**config.mk**
```make
export PLATFORM = sky130hd
export DESIGN_NAME = envelope_breakpoint_interpolator
export DESIGN_NICKNAME = d
export VERILOG_FILES = /design/src/design/ebi_pkg.sv /design/src/design/ebi_div.sv /design/src/design/envelope_breakpoint_interpolator.sv
export SDC_FILE = /design/constraint.sdc
export NUM_CORES = 2
export LEC_CHECK = 0
export ABC_AREA = 1
export BUFFER_PORTS_ARGS = -buffer_cell sky130_fd_sc_hd__buf_2
export CAP_MARGIN = 20
export CORE_AREA = 2 2 308 539
export DETAILED_ROUTE_END_ITERATION = 8
export DIE_AREA = 0 0 310 541
export MAX_ROUTING_LAYER = met4
export PLACE_DENSITY = 0.71
export SKIP_CTS_REPAIR_TIMING = 1
export SLEW_MARGIN = 40
export SYNTH_ARGS = -nofsm -noshare
export SYNTH_HDL_FRONTEND = slang
export SYNTH_SLANG_ARGS = --single-unit
```
**constraint.sdc**
```tcl
create_clock -name clk -period 12.1 [get_ports clk]
set_clock_uncertainty 0.15 [all_clocks]
set_input_delay 2.42 -clock clk [delete_from_list [all_inputs] [get_ports clk]]
set_output_delay 2.42 -clock clk [all_outputs]
set_load 0.02 [all_outputs]
```
**src/design/ebi_pkg.sv**
```systemverilog
// Package with shared types, constants and codes for the breakpoint envelope block.
`timescale 1ns / 1ps
package ebi_pkg;
    localparam int MaxPoints = 16;
    localparam int IdxW = $clog2(MaxPoints);
    localparam int CntW = $clog2(MaxPoints + 1);

    typedef enum logic [1:0] {
        MODE_EVAL   = 2'd0,
        MODE_APPEND = 2'd1,
        MODE_CLEAR  = 2'd2,
        MODE_NONE   = 2'd3
    } mode_t;

    typedef enum logic [0:0] {
        CFG_LOOP    = 1'd0,
        CFG_CHANNEL = 1'd1
    } cfg_idx_t;

    typedef struct packed {
        logic [1:0]         mode;
        logic [31:0]        tick;
        logic signed [23:0] point_value;
    } in_word_t;

    typedef struct packed {
        logic               value_valid;
        logic signed [23:0] envelope_value;
        logic [7:0]         channel;
        logic               point_accepted;
    } out_word_t;

    typedef enum logic [3:0] {
        ST_IDLE,
        ST_MOD_RD,
        ST_MOD,
        ST_RD0,
        ST_CHK0,
        ST_CHKN,
        ST_SCAN_RD,
        ST_SCAN,
        ST_MUL,
        ST_DIV,
        ST_FIN,
        ST_OUT
    } state_t;

    typedef struct packed {
        logic        start;
        logic        is_mod;
        logic [63:0] dividend;
        logic [31:0] divisor;
    } div_req_t;
endpackage

```
**src/design/ebi_div.sv**
```systemverilog
// Shared restoring divider, one quotient bit per cycle, unsigned 64 by 32.
`timescale 1ns / 1ps
module ebi_div (
    input  logic              clk,
    input  logic              rst_n,
    input  ebi_pkg::div_req_t req,
    output logic              done,
    output logic [63:0]       quotient,
    output logic [31:0]       remainder
);
    logic [63:0] q_reg, q_next;
    logic [32:0] r_reg, r_next;
    logic [31:0] d_reg, d_next;
    logic [6:0]  cnt_reg, cnt_next;
    logic        busy_reg, busy_next;
    logic [32:0] trial;

    always_comb
    begin
        q_next = q_reg;
        r_next = r_reg;
        d_next = d_reg;
        cnt_next = cnt_reg;
        busy_next = busy_reg;
        done = 1'b0;
        trial = {r_reg[31:0], q_reg[63]};
        if (req.start)
        begin
            q_next = req.dividend;
            r_next = '0;
            d_next = req.divisor;
            cnt_next = req.is_mod ? 7'd32 : 7'd64;
            if (req.is_mod)
            begin
                q_next = {req.dividend[31:0], 32'd0};
            end
            busy_next = 1'b1;
        end
        else if (busy_reg)
        begin
            if (cnt_reg == 7'd0)
            begin
                busy_next = 1'b0;
                done = 1'b1;
            end
            else
            begin
                q_next = {q_reg[62:0], 1'b0};
                if (trial >= {1'b0, d_reg})
                begin
                    r_next = trial - {1'b0, d_reg};
                    q_next[0] = 1'b1;
                end
                else
                begin
                    r_next = trial;
                end
                cnt_next = cnt_reg - 7'd1;
            end
        end
    end

    assign quotient = q_reg;
    assign remainder = r_reg[31:0];

    always_ff @(posedge clk or negedge rst_n)
    begin
        if (!rst_n)
        begin
            busy_reg <= 1'b0;
            cnt_reg <= '0;
        end
        else
        begin
            busy_reg <= busy_next;
            cnt_reg <= cnt_next;
        end
    end

    always_ff @(posedge clk)
    begin
        q_reg <= q_next;
        r_reg <= r_next;
        d_reg <= d_next;
    end

    assert property (@(posedge clk) disable iff (!rst_n) done |-> busy_reg);
    assert property (@(posedge clk) disable iff (!rst_n) req.start |=> busy_reg);
    assert property (@(posedge clk) disable iff (!rst_n) busy_reg |-> cnt_reg <= 7'd64);
endmodule

```
**src/design/envelope_breakpoint_interpolator.sv**
```systemverilog
// Top level of the piecewise-linear breakpoint envelope block.
`timescale 1ns / 1ps
// Usage: input words carry a mode, a tick and a point value; each accepted
// word yields exactly one output word with the value, its valid flag, the
// configured channel and the append flag. The block takes one word at a time
// and holds stall high from acceptance until its output word is taken.
// Append, clear and unused modes reach the output register in the cycle after
// acceptance. An evaluation reads the last point, runs the wrap modulo in loop
// mode, reads the first point and checks both ends, searches the segments,
// does the interpolation multiply and division and then forms the result; the
// modulo and the division share the one serial divider with one quotient bit
// per cycle. The breakpoints sit in a memory with one write port and a
// registered read port; the segment search issues one read per cycle. Reset
// empties the table and clears the state, index and configuration registers
// but not the data registers that hold the operands and the output word; no
// clearing pass is run.
// When the receiver stalls, the output word holds and no new word is taken.
// Configuration writes go straight to the registers and should come only
// while the block is idle.
module envelope_breakpoint_interpolator (
    input  logic               clk,
    input  logic               rst_n,
    input  logic               in_valid,
    output logic               in_stall,
    input  ebi_pkg::in_word_t  in_data,
    output logic               out_valid,
    input  logic               out_stall,
    output ebi_pkg::out_word_t out_data,
    input  logic               cfg_we,
    input  logic [0:0]         cfg_index,
    input  logic [7:0]         cfg_data
);
    ebi_pkg::state_t state_reg, state_next;
    logic [31:0] mem_t [ebi_pkg::MaxPoints];
    logic [23:0] mem_v [ebi_pkg::MaxPoints];
    logic [31:0] rd_t_reg;
    logic [23:0] rd_v_reg;
    logic [ebi_pkg::IdxW-1:0] rd_addr;
    logic        we;
    logic [ebi_pkg::CntW-1:0] cnt_reg, cnt_next;
    logic        loop_reg;
    logic [7:0]  chan_reg;
    logic [31:0] tick_reg, tick_next;
    logic [31:0] t0_reg, t0_next, tl_reg, tl_next;
    logic signed [24:0] v0_reg, v0_next;
    logic [ebi_pkg::CntW-1:0] idx_reg, idx_next;
    logic signed [57:0] prod_reg, prod_next;
    logic        neg_reg, neg_next;
    ebi_pkg::out_word_t out_reg, out_next;
    ebi_pkg::div_req_t dreq;
    logic        ddone;
    logic [63:0] dq;
    logic [31:0] dr;
    logic [ebi_pkg::IdxW-1:0] last_idx;
    logic signed [24:0] dv;
    logic [31:0] num;
    logic [57:0] mag;
    logic signed [25:0] res;

    assign last_idx = ebi_pkg::IdxW'(cnt_reg - ebi_pkg::CntW'(1));
    assign in_stall = (state_reg != ebi_pkg::ST_IDLE);
    assign out_valid = (state_reg == ebi_pkg::ST_OUT);
    assign out_data = out_reg;
    assign we = (state_reg == ebi_pkg::ST_IDLE) && in_valid
        && (in_data.mode == ebi_pkg::MODE_APPEND)
        && (cnt_reg != ebi_pkg::CntW'(ebi_pkg::MaxPoints));

    ebi_div u_div (
        .clk(clk), .rst_n(rst_n), .req(dreq),
        .done(ddone), .quotient(dq), .remainder(dr)
    );

    always_ff @(posedge clk)
    begin
        if (we)
        begin
            mem_t[cnt_reg[ebi_pkg::IdxW-1:0]] <= in_data.tick;
            mem_v[cnt_reg[ebi_pkg::IdxW-1:0]] <= in_data.point_value;
        end
        rd_t_reg <= mem_t[rd_addr];
        rd_v_reg <= mem_v[rd_addr];
    end

    always_comb
    begin
        state_next = state_reg;
        cnt_next = cnt_reg;
        tick_next = tick_reg;
        t0_next = t0_reg;
        tl_next = tl_reg;
        v0_next = v0_reg;
        idx_next = idx_reg;
        prod_next = prod_reg;
        neg_next = neg_reg;
        out_next = out_reg;
        rd_addr = last_idx;
        dreq = '0;
        dv = $signed({rd_v_reg[23], rd_v_reg}) - v0_reg;
        num = tick_reg - t0_reg;
        mag = prod_reg[57] ? 58'(-prod_reg) : 58'(prod_reg);
        res = 26'(v0_reg) + (neg_reg ? -$signed({1'b0, dq[24:0]}) : $signed({1'b0, dq[24:0]}));
        unique case (state_reg)
            ebi_pkg::ST_IDLE:
            begin
                if (in_valid)
                begin
                    out_next = '0;
                    out_next.channel = chan_reg;
                    tick_next = in_data.tick;
                    state_next = ebi_pkg::ST_OUT;
                    unique case (ebi_pkg::mode_t'(in_data.mode))
                        ebi_pkg::MODE_EVAL:
                        begin
                            if (cnt_reg != '0)
                            begin
                                state_next = ebi_pkg::ST_MOD_RD;
                            end
                        end
                        ebi_pkg::MODE_APPEND:
                        begin
                            if (we)
                            begin
                                cnt_next = cnt_reg + ebi_pkg::CntW'(1);
                                out_next.point_accepted = 1'b1;
                            end
                        end
                        ebi_pkg::MODE_CLEAR:
                        begin
                            cnt_next = '0;
                        end
                        default:
                        begin
                        end
                    endcase
                end
            end
            ebi_pkg::ST_MOD_RD:
            begin
                state_next = ebi_pkg::ST_MOD;
            end
            ebi_pkg::ST_MOD:
            begin
                tl_next = rd_t_reg;
                v0_next = $signed({rd_v_reg[23], rd_v_reg});
                if (loop_reg && cnt_reg > ebi_pkg::CntW'(1) && rd_t_reg != '0 && !idx_reg[0])
                begin
                    dreq.start = 1'b1;
                    dreq.is_mod = 1'b1;
                    dreq.dividend = {32'd0, tick_reg};
                    dreq.divisor = rd_t_reg;
                    idx_next = ebi_pkg::CntW'(1);
                end
                else if (!idx_reg[0])
                begin
                    rd_addr = '0;
                    state_next = ebi_pkg::ST_CHK0;
                end
                if (ddone)
                begin
                    tick_next = dr;
                    rd_addr = '0;
                    state_next = ebi_pkg::ST_CHK0;
                end
            end
            ebi_pkg::ST_CHK0:
            begin
                rd_addr = '0;
                state_next = ebi_pkg::ST_CHKN;
            end
            ebi_pkg::ST_CHKN:
            begin
                idx_next = '0;
                if (tick_reg <= rd_t_reg)
                begin
                    out_next.value_valid = 1'b1;
                    out_next.envelope_value = rd_v_reg;
                    state_next = ebi_pkg::ST_OUT;
                end
                else if (tick_reg >= tl_reg)
                begin
                    out_next.value_valid = 1'b1;
                    out_next.envelope_value = 24'(v0_reg);
                    state_next = ebi_pkg::ST_OUT;
                end
                else
                begin
                    t0_next = rd_t_reg;
                    v0_next = $signed({rd_v_reg[23], rd_v_reg});
                    idx_next = ebi_pkg::CntW'(1);
                    rd_addr = ebi_pkg::IdxW'(1);
                    state_next = ebi_pkg::ST_SCAN;
                end
            end
            ebi_pkg::ST_SCAN_RD:
            begin
                rd_addr = idx_reg[ebi_pkg::IdxW-1:0];
                state_next = ebi_pkg::ST_SCAN;
            end
            ebi_pkg::ST_SCAN:
            begin
                if (tick_reg >= t0_reg && tick_reg < rd_t_reg)
                begin
                    prod_next = 58'($signed({1'b0, num})) * 58'(dv);
                    tl_next = rd_t_reg - t0_reg;
                    state_next = ebi_pkg::ST_MUL;
                end
                else if (idx_reg + ebi_pkg::CntW'(1) >= cnt_reg)
                begin
                    state_next = ebi_pkg::ST_OUT;
                end
                else
                begin
                    t0_next = rd_t_reg;
                    v0_next = $signed({rd_v_reg[23], rd_v_reg});
                    idx_next = idx_reg + ebi_pkg::CntW'(1);
                    rd_addr = idx_next[ebi_pkg::IdxW-1:0];
                    state_next = ebi_pkg::ST_SCAN;
                end
            end
            ebi_pkg::ST_MUL:
            begin
                neg_next = prod_reg[57];
                dreq.start = 1'b1;
                dreq.dividend = {6'd0, mag};
                dreq.divisor = tl_reg;
                state_next = ebi_pkg::ST_DIV;
            end
            ebi_pkg::ST_DIV:
            begin
                if (ddone)
                begin
                    state_next = ebi_pkg::ST_FIN;
                end
            end
            ebi_pkg::ST_FIN:
            begin
                out_next.value_valid = 1'b1;
                out_next.envelope_value = 24'(res);
                state_next = ebi_pkg::ST_OUT;
            end
            ebi_pkg::ST_OUT:
            begin
                if (!out_stall)
                begin
                    state_next = ebi_pkg::ST_IDLE;
                end
            end
            default:
            begin
                state_next = ebi_pkg::ST_IDLE;
            end
        endcase
        if (state_reg == ebi_pkg::ST_IDLE)
        begin
            idx_next = '0;
        end
    end

    always_ff @(posedge clk or negedge rst_n)
    begin
        if (!rst_n)
        begin
            state_reg <= ebi_pkg::ST_IDLE;
            cnt_reg <= '0;
            loop_reg <= 1'b0;
            chan_reg <= '0;
            idx_reg <= '0;
        end
        else
        begin
            state_reg <= state_next;
            cnt_reg <= cnt_next;
            idx_reg <= idx_next;
            if (cfg_we && cfg_index == ebi_pkg::CFG_LOOP)
            begin
                loop_reg <= cfg_data[0];
            end
            if (cfg_we && cfg_index == ebi_pkg::CFG_CHANNEL)
            begin
                chan_reg <= cfg_data;
            end
        end
    end

    always_ff @(posedge clk)
    begin
        tick_reg <= tick_next;
        t0_reg <= t0_next;
        tl_reg <= tl_next;
        v0_reg <= v0_next;
        prod_reg <= prod_next;
        neg_reg <= neg_next;
        out_reg <= out_next;
    end

    assert property (@(posedge clk) disable iff (!rst_n)
        cnt_reg <= ebi_pkg::CntW'(ebi_pkg::MaxPoints));
    assert property (@(posedge clk) disable iff (!rst_n)
        out_valid && out_stall |=> out_valid && $stable(out_data));
    assert property (@(posedge clk) disable iff (!rst_n)
        out_valid |-> out_data.channel == chan_reg);
    assert property (@(posedge clk) disable iff (!rst_n)
        out_valid |-> !(out_data.value_valid && out_data.point_accepted));
endmodule
```
==> flow_results.org <==
** Worst setup path
- Signal arrival time at the worst endpoint :: ~12 ns
- The worst setup path is launched from a register.
- On the worst path, the slowest cell contributes a delay of roughly 0.67 ns.
- The worst register-to-register path ends at prod_reg[54].
- Across all register-to-register paths, the minimum setup slack is approximately 0.84 ns.
- For the worst setup path, the data required time is 12.45 ns.
- Cell depth of the worst flop-to-flop path :: 40
- Launch instance of the worst register-to-register path :: v0_reg[0]
- Critical path class :: register to register
- STA classifies the critical path endpoint as a register.
- Max FO, Critical Path :: 21
- Worst-path cell with the longest stage delay :: sky130_fd_sc_hd__nor4_1

** STA
- Setup repair after global routing left no endpoint under its margin.
- Headroom to the max-slew limit came out at between 30% and 40%.
- Based on the critical path, the design can be clocked at up to approximately 89 MHz.
- Number of setup violations in the final report :: 0
- Total Neg Setup Slack :: 0 ns
- For the pin with the worst max-slew slack, the measured transition is ~0.91 ns.
- The final number of hold-violating endpoints is 0.
- In the finished design, the share of the clock period the worst path needs comes to 93.04%.
- The worst path in the final design needs a cycle of 11.26 ns, including I/O delays and setup.
- The count of pins over their slew limit came to 0.

** Routing
- Post-route ant nets :: 0
- After the first detailed-routing iteration, the DRC count stood at about 6400.
- Total wirelength of the detailed-routed design :: ~300000 µm
- The first detailed-routing pass ran for 6 iterations.
- DRC Markers :: 0
- Post-DR vias/cell :: approximately 6
- Average wire per standard cell :: roughly 26 µm
- Summing over every cut layer, the via total after detailed routing is 69310.

** Synthesis
- Share of flip-flops with an asynchronous set or reset :: 2.341%
- Predominant post-synthesis flop cell :: sky130_fd_sc_hd__edfxtp_1
- Post-synthesis average cell area :: between 9 and 10 µm²
- Total nets after synthesis :: around 11000
- In this run, synthesis produced a sequential element count of 1324.
- Mapped Cells :: between 9000 and 10000
- Number of enable flip-flop cells after synthesis :: 1205
- Share of the yosys chip area belonging to registers :: between 40% and 50%
- Synth warn :: 0
- The netlist uses 70 different library cells.
- Summing every instance area after synthesis gives a little under 90000 µm².

** Place
- Post-DP HPWL :: roughly 210000 µm
- In this run the tool buffered the top-level ports with around 110 buffer cells.
- GP Congestion :: about 1.0
- Post-Place Cells :: between 10000 and 15000

** Clocking
- Depth of the CTS H-tree :: 3
- Clock latency on the worst-skew pair, taken at its later pin, is 0.75 ns.
- Clock transition at the register clock pins on the worst setup and hold paths after CTS :: 0.08 ns
- In this run the clock root is driven by a sky130_fd_sc_hd__clkbuf_16.
- The clock passes through at most 3 buffers.
- Total clock sinks :: about 1300
- TritonCTS created 112 clock buffers.
- TritonCTS clock tree :: built

** GRT
- The first global-routing pass estimated 440900 µm of wire.
- Grt ovf :: 0
- Via count of the first global-routing pass :: 71890
- Entering global routing, the biggest net connects 191 pins.
- In the global route stage, overall resource usage came out at between 30 and 40%.
- The initial antenna violation count came to 22.

** Final layout
- In the layout the commonest cells are sky130_fd_sc_hd__nand2_1 (1921), sky130_fd_sc_hd__nand3_1 (1298), sky130_fd_sc_hd__inv_1 (1244), sky130_fd_sc_hd__edfxtp_1 (1205), sky130_fd_sc_hd__fa_1 (691).
- The final layout contains 10520 nets.
- The register with the most flip-flops in the layout has approximately 510 of them.
- From synthesis to final layout, the design area changed by 7.888%.
- Excluding fillers, the count of instances in the completed layout stands at ~12000.
- The library cell used most frequently in the layout, excluding fill and tap cells, is sky130_fd_sc_hd__nand2_1.
- At the end of the flow the core is filled with cells to around 59%.
- Fraction of final layout cells with drive strength greater than 1 :: between 6 and 7%

** Status
- Result of the run :: finished clean

** Run
- The tool flagged a number of max-cap violations equal to 0.

** Die
- Site Rows :: 197
- For this configuration, the core starts out at a cell density of a little over half.
- The floorplan step set the die height to 541 µm.
- Measured along the x axis, the die boundary spans roughly 310 µm.
- Die Area :: ~170000 µm²
- After floorplanning, the core was sized to cover ~160000 µm².
- Top Ports :: around 110

** Hold path
- Hold worst-path end :: out_data[8]
- The startpoint identified for the worst hold timing path is chan_reg[7].
- In this run the worst hold path is classified as register to register.
- Count of cells along the worst hold path :: 0
routing by layer:
layer  part of all wire [%]  global-route usage [%]
met1                     32                   37.31
met2                     51                   62.90
met3                    7.2                   5.498
met4                    9.6                   29.13
met5                      0                       -
worst max-delay path by stage:
stage | startpoint | to | slack, ns
after floorplan | tick_reg[0] | prod_reg[52] | 3.36
after global placement | v0_reg[0] | prod_reg[54] | 0.98
after detailed placement | v0_reg[0] | prod_reg[54] | 1.01
after CTS | v0_reg[0] | prod_reg[54] | 0.98
after global routing | v0_reg[0] | prod_reg[54] | 0.41
final | v0_reg[0] | prod_reg[54] | 0.84
synth_stat cells, types with 5 or more instances:
library cell | n | share of area (%)
sky130_fd_sc_hd__xnor2_1 | 67 | 0.66
sky130_fd_sc_hd__or2_2 | 35 | 0.25
sky130_fd_sc_hd__a221oi_1 | 5 | 0.049
sky130_fd_sc_hd__o211ai_1 | 29 | 0.24
sky130_fd_sc_hd__o21a_1 | 22 | 0.18
sky130_fd_sc_hd__inv_2 | 9 | 0.038
sky130_fd_sc_hd__o21ai_1 | 12 | 0.067
sky130_fd_sc_hd__buf_4 | 13 | 0.11
sky130_fd_sc_hd__ha_1 | 446 | 6.2
sky130_fd_sc_hd__clkinv_1 | 14 | 0.059
sky130_fd_sc_hd__fa_1 | 692 | 16
sky130_fd_sc_hd__buf_6 | 45 | 0.57
sky130_fd_sc_hd__edfxtp_1 | 1205 | 41
sky130_fd_sc_hd__nand4_1 | 32 | 0.22
sky130_fd_sc_hd__nor3_1 | 45 | 0.25
sky130_fd_sc_hd__nand3_1 | 1298 | 7.3
sky130_fd_sc_hd__o31ai_1 | 5 | 0.042
sky130_fd_sc_hd__o21bai_1 | 14 | 0.12
sky130_fd_sc_hd__nor4_1 | 17 | 0.12
sky130_fd_sc_hd__a21oi_1 | 323 | 1.8
sky130_fd_sc_hd__buf_2 | 130 | 0.73
sky130_fd_sc_hd__nor2_1 | 700 | 2.9
sky130_fd_sc_hd__nand2_1 | 1927 | 8.1
sky130_fd_sc_hd__nor2_2 | 8 | 0.056
sky130_fd_sc_hd__dfxtp_1 | 88 | 2.0
sky130_fd_sc_hd__o221ai_1 | 7 | 0.069
sky130_fd_sc_hd__a31oi_1 | 27 | 0.19
sky130_fd_sc_hd__xor2_1 | 121 | 1.2
sky130_fd_sc_hd__clkbuf_1 | 212 | 0.89
sky130_fd_sc_hd__o21ai_0 | 317 | 1.8
sky130_fd_sc_hd__buf_1 | 18 | 0.076
sky130_fd_sc_hd__o22ai_1 | 59 | 0.41
sky130_fd_sc_hd__dfrtp_1 | 31 | 0.87
sky130_fd_sc_hd__mux2_2 | 7 | 0.088
sky130_fd_sc_hd__a21boi_0 | 7 | 0.059
sky130_fd_sc_hd__inv_1 | 1263 | 5.3
sky130_fd_sc_hd__a21o_1 | 25 | 0.21
sky130_fd_sc_hd__o21ai_2 | 6 | 0.059
sky130_fd_sc_hd__nand3b_1 | 8 | 0.067
per-stage QoR:
stage	setup slack [ns]	hold slack, ns	area (µm²)
global placement	0.9814	0.2755	92030
CTS	0.9807	0.2949	96170
detailed placement	1.010	0.2795	92310
floorplan	3.358	0.2694	89320
global route	0.4136	0.3149	96370
finish	0.8419	0.2927	96370
worst max-delay path, delay by kind of cell, from the launching register on:
family          cells  cell delay (ns)
compound gates      7             1.84
flops               1             0.42
simple gates       12             2.31
buf+inv            10             1.65
fa+ha+maj          10             4.45
xor+xnor            1             0.18
final cells by class:
class                      instances  area, µm²
sequential                      1324      38720
timing repair buffer             271       2087
clock buffer                     146       3044
antenna                           16      40.04
inverter                        1286       4835
multi-input combinational       6318      44080
clock inverter                    65      817.0
tap                             2189       2739
fill                           14130      67300
logic make-up after synthesis:
family          synth area share, %
xor+xnor                      1.843
simple gates                  19.47
flops                         43.35
buf+inv                       7.826
compound gates                5.668
fa+ha+maj                     21.76
mux                         0.08825
Power is not shown: default switching activity piles up to over one toggle a cycle in this logic, so the estimate is an artifact.
